===== config.mk =====
export PLATFORM = sky130hd
export DESIGN_NAME = ovb_blend_unit
export DESIGN_NICKNAME = d
export VERILOG_FILES = /design/src/rtl/ovb_pkg.sv /design/src/rtl/ovb_blend_unit.sv
export SDC_FILE = /design/constraint.sdc
export NUM_CORES = 2
export LEC_CHECK = 0
export ABC_AREA = 1
export ABC_CLOCK_PERIOD_IN_PS = 8400
export BUFFER_PORTS_ARGS = -buffer_cell sky130_fd_sc_hd__buf_4
export CAP_MARGIN = 20
export CORE_ASPECT_RATIO = 1.2
export CORE_MARGIN = 8
export CORE_UTILIZATION = 30
export DETAILED_ROUTE_END_ITERATION = 8
export GPL_ROUTABILITY_DRIVEN = 0
export PLACE_DENSITY_LB_ADDON = 0.2
export SYNTH_ARGS = -nofsm -noshare
export SYNTH_HDL_FRONTEND = slang
export SYNTH_SLANG_ARGS = --single-unit

===== constraint.sdc =====
create_clock -name i_clk -period 8.4 [get_ports i_clk]
set_input_delay 0.84 -clock i_clk [delete_from_list [all_inputs] [get_ports i_clk]]
set_output_delay 0.84 -clock i_clk [all_outputs]
set_load 0.01 [all_outputs]

===== src/rtl/ovb_pkg.sv =====
// Shared constants, codes and types for the equirectangular overlay blender.
package ovb_pkg;

    localparam int DEF_NUM_OVERLAYS = 2;
    localparam int DEF_TEX_WIDTH    = 256;
    localparam int DEF_TEX_HEIGHT   = 128;

    localparam int TEXEL_W = 31;
    localparam int PIX_W   = 24;
    localparam int CH_W    = 8;
    localparam int MASK_W  = 2;
    localparam int CFG_IDX_W  = 2;
    localparam int CFG_DATA_W = 2;

    localparam int ALPHA_MAX = 127;
    localparam int CHAN_MAX  = 255;
    // floor(v/127) and floor(v/255) for 16-bit v: reciprocal estimate, one correction
    localparam int RECIP_127   = 516;
    localparam int RECIP_255   = 257;
    localparam int RECIP_SHIFT = 16;

    localparam logic FUNC_LOAD  = 1'b0;
    localparam logic FUNC_SHADE = 1'b1;

    localparam logic [CFG_IDX_W-1:0] REG_ENABLE = 2'd0;
    localparam logic [CFG_IDX_W-1:0] REG_ALPHA  = 2'd1;

    typedef enum logic [6:0] {
        S_IDLE  = 7'b0000001,
        S_MAP   = 7'b0000010,
        S_ROW   = 7'b0000100,
        S_ADDR  = 7'b0001000,
        S_NEXT  = 7'b0010000,
        S_FETCH = 7'b0100000,
        S_BLEND = 7'b1000000
    } t_state;

    typedef struct packed {
        logic start;
        logic alpha;
    } t_blend_req;

endpackage


===== src/rtl/ovb_blend_unit.sv =====
// Three-stage blend unit: alpha or screen blend of one texel over one pixel.
module ovb_blend_unit import ovb_pkg::*; (
    input  logic               i_clk,
    input  logic               i_rst_n,
    input  t_blend_req         i_req,
    input  logic [TEXEL_W-1:0] i_texel,
    input  logic [PIX_W-1:0]   i_pixel,
    output logic               o_done,
    output logic [PIX_W-1:0]   o_pixel
);

    localparam int LANES = PIX_W / CH_W;

    logic r_v1, r_v2, r_v3;
    logic r_alpha1, r_alpha2;
    logic [15:0]     r_p1a [LANES];
    logic [15:0]     r_p2a [LANES];
    logic [CH_W-1:0] r_base1 [LANES];
    logic [15:0]     r_p1b [LANES];
    logic [15:0]     r_p2b [LANES];
    logic [CH_W-1:0] r_base2 [LANES];
    logic [8:0]      r_q1 [LANES];
    logic [8:0]      r_q2 [LANES];
    logic [PIX_W-1:0] r_pixel;

    logic [15:0]     n_p1 [LANES];
    logic [15:0]     n_p2 [LANES];
    logic [CH_W-1:0] n_base [LANES];
    logic [8:0]      n_q1 [LANES];
    logic [8:0]      n_q2 [LANES];
    logic [PIX_W-1:0] n_pixel;

    // bump the quotient estimate when the remainder still holds a divisor
    function automatic logic [8:0] fix_quot(input logic [15:0] p, input logic [8:0] qe,
                                            input logic alpha);
        logic [16:0] qd;
        logic [16:0] rem;
        logic [16:0] dv;
        qd  = alpha ? ({1'b0, qe, 7'b0} - 17'(qe)) : ({qe, 8'b0} - 17'(qe));
        rem = {1'b0, p} - qd;
        dv  = alpha ? 17'(ALPHA_MAX) : 17'(CHAN_MAX);
        fix_quot = (rem >= dv) ? qe + 9'd1 : qe;
    endfunction

    always_comb begin
        logic [CH_W-1:0] c, t;
        logic [6:0]      a;
        logic [25:0]     m1, m2;
        logic [25:0]     k;
        logic [9:0]      sum;
        a = i_texel[TEXEL_W-1:PIX_W];
        k = r_alpha1 ? 26'(RECIP_127) : 26'(RECIP_255);
        n_pixel = '0;
        for (int i = 0; i < LANES; i++) begin
            c = i_pixel[i*CH_W +: CH_W];
            t = i_texel[i*CH_W +: CH_W];
            if (i_req.alpha) begin
                n_p1[i]   = 16'(a) * 16'(c);
                n_p2[i]   = 16'(7'(ALPHA_MAX) - a) * 16'(t);
                n_base[i] = '0;
            end else begin
                n_p1[i]   = 16'(t) * 16'(8'(CHAN_MAX) - c);
                n_p2[i]   = '0;
                n_base[i] = c;
            end
            m1 = 26'(r_p1a[i]) * k;
            m2 = 26'(r_p2a[i]) * k;
            n_q1[i] = m1[RECIP_SHIFT +: 9];
            n_q2[i] = m2[RECIP_SHIFT +: 9];
            sum = 10'(r_base2[i]) + 10'(fix_quot(r_p1b[i], r_q1[i], r_alpha2))
                + 10'(fix_quot(r_p2b[i], r_q2[i], r_alpha2));
            n_pixel[i*CH_W +: CH_W] = sum[CH_W-1:0];
        end
    end

    always_ff @(posedge i_clk) begin
        if (!i_rst_n) begin
            r_v1 <= 1'b0;
            r_v2 <= 1'b0;
            r_v3 <= 1'b0;
        end else begin
            r_v1 <= i_req.start;
            r_v2 <= r_v1;
            r_v3 <= r_v2;
        end
        r_alpha1 <= i_req.alpha;
        r_alpha2 <= r_alpha1;
        for (int i = 0; i < LANES; i++) begin
            r_p1a[i]   <= n_p1[i];
            r_p2a[i]   <= n_p2[i];
            r_base1[i] <= n_base[i];
            r_p1b[i]   <= r_p1a[i];
            r_p2b[i]   <= r_p2a[i];
            r_base2[i] <= r_base1[i];
            r_q1[i]    <= n_q1[i];
            r_q2[i]    <= n_q2[i];
        end
        r_pixel <= n_pixel;
    end

    assign o_done  = r_v3;
    assign o_pixel = r_pixel;

endmodule


* Word level (Yosys, flattened, before mapping) *
Memories as Yosys holds them, arrays and structs flattened.
Index checks and enable logic that the tools add are counted.

cells by class
  add/sub/neg operators = 34
  multiply operators = 15
  div/mod/pow operators = 0
  $lt $le $gt $ge = 6
  equal/unequal tests = 0
  shift-type cells = 0
  multiplexer cells = 23
  bitwise gates (word level) = 0
  reductions and logical operators = 0

operator list
  operator                                         count
  multiplier 16 x 10 -> 25 bit                     6
  2-to-1 mux 17 bit                                6
  subtractor 16 x 17 -> 17 bit                     6
  subtractor 16 x 9 -> 17 bit                      6
  subtractor 17 x 9 -> 17 bit                      6
  2-to-1 mux 16 bit                                6
  >= comparator 17 bit                             5
  2-to-1 mux 8 bit                                 10
  adder 8 x 1 -> 8 bit, second input constant      6
  adder 8 bit                                      6
  multiplier 9 x 9 -> 16 bit                       3
  multiplier 7 x 8 -> 15 bit                       3
  multiplier 16 x 8 -> 16 bit                      2
  subtractor 8 x 8 -> 9 bit, first input constant  3
  >= comparator 17 x 8 -> 1 bit                    1
  multiplier 8 x 9 -> 16 bit                       1
  2-to-1 mux 10 bit                                1
  subtractor 7 x 7 -> 8 bit, first input constant  1

word-level totals
  register bits after elaboration = 29
  bits in latches = 0
  RAM bits = 294
  ROM bits = 0
  input bits = 59
  output and inout bits = 25
  word-level logic and storage cells = 92
  memories kept = 8

memory list
  name         depth  bits a word  rd ports  clocked after memory_dff  write ports  RTL line              RTL
  r_p1a        3      16           3         0                         3            ovb_blend_unit.sv:16  logic [15:0] r_p1a [LANES];
  r_p1b        3      16           3         0                         3            ovb_blend_unit.sv:19  logic [15:0] r_p1b [LANES];
  r_p2a        3      16           3         0                         3            ovb_blend_unit.sv:17  logic [15:0] r_p2a [LANES];
  r_p2b        3      16           3         0                         3            ovb_blend_unit.sv:20  logic [15:0] r_p2b [LANES];
  r_q1         3      9            3         0                         3            ovb_blend_unit.sv:22  logic [8:0] r_q1 [LANES];
  r_q2         3      9            3         0                         3            ovb_blend_unit.sv:23  logic [8:0] r_q2 [LANES];
  +2 memories  -      -            -         -                         -            -

* Logic depth before layout (Yosys ltp) *
  depth after elaboration = 7
  gate-level depth with buffers = 45

* Worst setup path after synthesis *
No wires, ideal clock.

  path kind = flip-flop to flip-flop
  start point = register r_alpha2
  end point = register r_pixel[7] (netlist: o_pixel[7])
  data arrival time = 6444 ps
  path slack = 1843 ps
  stages on the path, launching flop included = 44
  buffers on the path = 6
  period minus slack after synthesis = 6557 ps
  cell sequence = dfxtp_1 -> buf_6 -> buf_6 -> buf_2 -> clkbuf_1 -> clkbuf_1 -> nand2_1 -> o21ai_0 -> ha_1 -> a21oi_1 -> nand2_1 -> nor3_1 -> nand3_1 -> nand3b_1 -> xnor2_1 -> ha_1 -> nand2_1 -> nor2_1 -> [8 not listed] -> buf_2 -> o21ai_1 -> fa_1 -> inv_1 -> ha_1 -> inv_1 -> fa_1 -> o21ai_0 -> a21oi_1 -> nor2_1 -> nor2_1 -> xor2_1 -> xor2_1 -> inv_1 -> nand2_1 -> nand2_1 -> nand2_1 -> nand2_1

between the ends
  word-level cells in the longest chain between the ends = 6
  elaborated cells between the ends (all ways) = 11

ends and longest elaborated chain
  item                          RTL line              RTL
  from (decl)                   ovb_blend_unit.sv:15  logic r_alpha1, r_alpha2;
  from (signal assigned)        ovb_blend_unit.sv:87  r_alpha2 <= r_alpha1;
  2-to-1 mux 17 bit             ovb_blend_unit.sv:39  qd = alpha ? ({1'b0, qe, 7'b0} - 17'(qe)) : ({qe, 8'b0} - 17'(qe));
  subtractor 16 x 17 -> 17 bit  ovb_blend_unit.sv:40  rem = {1'b0, p} - qd;
  >= comparator 17 bit          ovb_blend_unit.sv:42  fix_quot = (rem >= dv) ? qe + 9'd1 : qe;
  2-to-1 mux 8 bit              ovb_blend_unit.sv:42
  adder 8 bit                   ovb_blend_unit.sv:70  sum = 10'(r_base2[i]) + 10'(fix_quot(r_p1b[i], r_q1[i], r_alpha2))
  adder 8 bit *                 ovb_blend_unit.sv:71  + 10'(fix_quot(r_p2b[i], r_q2[i], r_alpha2));
  named net n_pixel[7]          ovb_blend_unit.sv:31  logic [PIX_W-1:0] n_pixel;
  to (signal assigned)          ovb_blend_unit.sv:98  r_pixel <= n_pixel;
  to (decl)                     ovb_blend_unit.sv:24  logic [PIX_W-1:0] r_pixel;

The timed path passes the listed nets; every way through them passes the cells marked *.
A chain may end at the register's enable or synchronous reset.

* Worst setup path in the final report *
  start point = register r_alpha2
  end point = register r_pixel[15] (netlist: o_pixel[15])

The elaborated chain is that of the path after synthesis.

==> results.md <==
- Remaining antenna violation count: 0
- Vias in the first global route: 38500
- Slowest cell on crit path: dfxtp_4
- Worst hold slack: 320 ps
- Avg Cell Area, Syn: 7.15 sq um
- Grt met3 use: 0.0138
- Setup crit end kind: flop
- First-pass GRT wire length: 207000 um
- Final setup margin: 1360 ps
- Slowest stage delay, CP: 770 ps
- Met2 GRT Util: 0.263
- Port Buf Inserts: 83
- Fmax achieved: 142 MHz
- Worst vdd rail ir drop: 0.000168 V
- Worst Hold Endpoint: r_base2[0][6]$_DFF_P_
- Netlist cell types: 49
- Reg2reg path depth: 34
- Max Clock Skew: 29.6 ps
- Final wirelength: 127000 um
- Outcome: complete, no violations
- DRT Pass-1 Iters: 5
- Worst slew pin tran: 854 ps
- Cts hold-fix bufs: 0
- Placed Cells: 8291
- Drt first-iter violations: 1691
- Max-cap violations: 0
- DR WL/cell: 15.2 um
- Final setup viols: 0
- Cts bufs inserted: 41
- Initial core utilization: 0.302
- CP Data Required Time: 8870 ps
- Sequential area share after synthesis: 0.143
- DP Wirelength: 107000 um
- Non-Filler Instances: 8367
- Lkg Pwr: 27.9 nW
- Initial antenna violation count: 9
- Mapped Cells: 6335
- Cts repair resizes: 0
- Hold Path Origin: r_base1[0][6]$_SDFF_PP0_
- RSZ-0062 raised after global routing: no
- Row Count: 156
- Tcrit/Tclk final: 0.839
- Area grow syn2layout: 9.02%
- Total power: 17.1 mW
- Post-Syn Area: 45300 sq um
- Core Box Area: 150000 sq um
- Start of the worst register-to-register path: r_alpha2$_DFF_P_
- Largest net degree at the start of global routing: 89
- PwrDens: 346 nW/um^2
- Full die area: 164000 sq um
- Total GRT Usage: 0.155
- CP Max Fanout: 48
- #FFs+latches synth: 323
- Global route overflow: 0
- GR met1 Demand/Resource: 0.215
- Routed via count: 38500
- Startpoint types: flop
- Relative slew slack: 0.431
- DR DRC count: 0
- Post-synth EDFFs: 0
- Minimum clock period: 7040 ps
- Final Hold Viols: 0
- Filler cell count: 16400
- Design area: 49400 sq um
- Die height: 442 um
- Prevailing post-synth register cell: dfxtp_1
- Clock transition at the registers of the reported paths: 70 ps
- Most used routing layer: met2
- Clk sinks: 323
- Final Max Slew Viols: 0
- Pre-CTS WS: 1430 ps
- Hold path cells: 0
- Worst reg2reg path endpoint: o_pixel[15]$_DFF_P_
- Ratio of cells with drive above 1 in the final layout: 0.0315
- Cell mode on critical path: nand2_1
- WS Path Type: flop to flop
- Die Width: 371 um
- Hold WC Path Type: flop to flop
- CTS root buf: clkbuf_16
- Max Root-Sink Buffers: 3
- Critical Path AT: 7510 ps
- Post-CTS Setup Inserts: 0
- DP Area: 48100 sq um
- FF-to-FF setup slack: 1360 ps
- Worst-skew pair later-pin latency: 600 ps
- CTS tree: done
- Ys Warns: 0
- Nets@finish: 7598
- Final core occ: 0.329
- Post-DR vias/cell: 4.60
- Commonest non-fill, non-tap cell in the layout: nand2_1
- Most frequent cells in the layout: nand2_1 (1417), inv_1 (1230), ha_1 (819)
- IO Count: 84
- H-Tree Depth: 2
- Post-synth ARST share: 0
- Setup TNS: 0 ps
==> final cells by class <==
class                   count  area [sq um]  share of cell area
flip-flops and latches    323          6470               0.131
multi-input cells        4651         33700               0.682
inverters                1243          4670              0.0944
well taps                1975          2470              0.0500
diodes                      3          7.51            0.000152
repair buffers             99           743              0.0150
clock inverters            24           228             0.00461
clock buffers              49          1130              0.0228
==> logic make-up after synthesis <==
kind of cell / count (synthesis) / share of synthesized area
and+or+nand+nor: 2378 / 0.212
xor gates and xnor gates: 228 / 0.0441
muxes: 1 / 0.000221
other: 1 / 0.0000827
buffers and inverters: 1429 / 0.119
AOI/OAI and AO/OA: 795 / 0.0958
adders and majority gates: 1180 / 0.386
DFF: 323 / 0.143
==> Yosys cell counts (all sizes together) (26+ instances only) <==
master | number | area (sq um)
nand2 | 1417 | 5320
inv | 1234 | 4630
ha | 819 | 10200
nor2 | 567 | 2130
a21oi | 381 | 1910
fa | 361 | 7230
dfxtp | 323 | 6470
o21ai | 283 | 1450
nand3 | 216 | 1090
xor2 | 173 | 1520
clkbuf | 160 | 601
nor3 | 65 | 330
xnor2 | 55 | 482
nand4 | 46 | 288
buf | 26 | 149
==> worst max path at each step <==
stage / from / end / slack [ps]
final: r_alpha2$_DFF_P_ / o_pixel[15]$_DFF_P_ / 1360
after global routing: r_alpha2$_DFF_P_ / o_pixel[15]$_DFF_P_ / 620
after CTS: r_alpha2$_DFF_P_ / o_pixel[15]$_DFF_P_ / 1370
after detailed placement: r_alpha2$_DFF_P_ / o_pixel[15]$_DFF_P_ / 1430
after global placement: r_alpha2$_DFF_P_ / o_pixel[23]$_DFF_P_ / 1540
after floorplan: r_alpha2$_DFF_P_ / o_pixel[7]$_DFF_P_ / 1840
==> metal layers <==
metal	vias to the layer above	routed length [um]
met5	-	40
met4	6	2370
met3	123	4100
met2	553	58500
met1	18000	62500
li1	19900	-
==> critical path, delay by kind of cell (launching register included) <==
family / cells / cell delay (ps)
buffers and inverters: 4 / 610
adder cells (fa/ha/maj): 5 / 1640
flip-flops: 1 / 770
AO/OA/AOI/OAI: 9 / 1950
XOR/XNOR: 3 / 580
AND/OR/NAND/NOR: 13 / 1350
==> power breakdown <==
group / total, mW / leakage (nW) / switching [mW] / internal [mW]
clock: 1.82 / 0.670 / 0.783 / 1.03
combinational: 12.6 / 24.5 / 7.89 / 4.69
sequential: 2.70 / 2.70 / 0.593 / 2.10
total: 17.1 / 27.9 / 9.26 / 7.83
==> flip-flops by register name (all words and copies together), names as in the netlist <==
name	count
r_base2	24
r_v1	1
r_p1a	48
r_alpha2	1
r_p2b	48
r_v2	1
r_q2	27
r_base1	24
r_q1	27
o_done	1
r_p2a	48
r_p1b	48
r_alpha1	1
o_pixel	24
Note: power is estimated with default switching activity, not from simulation.
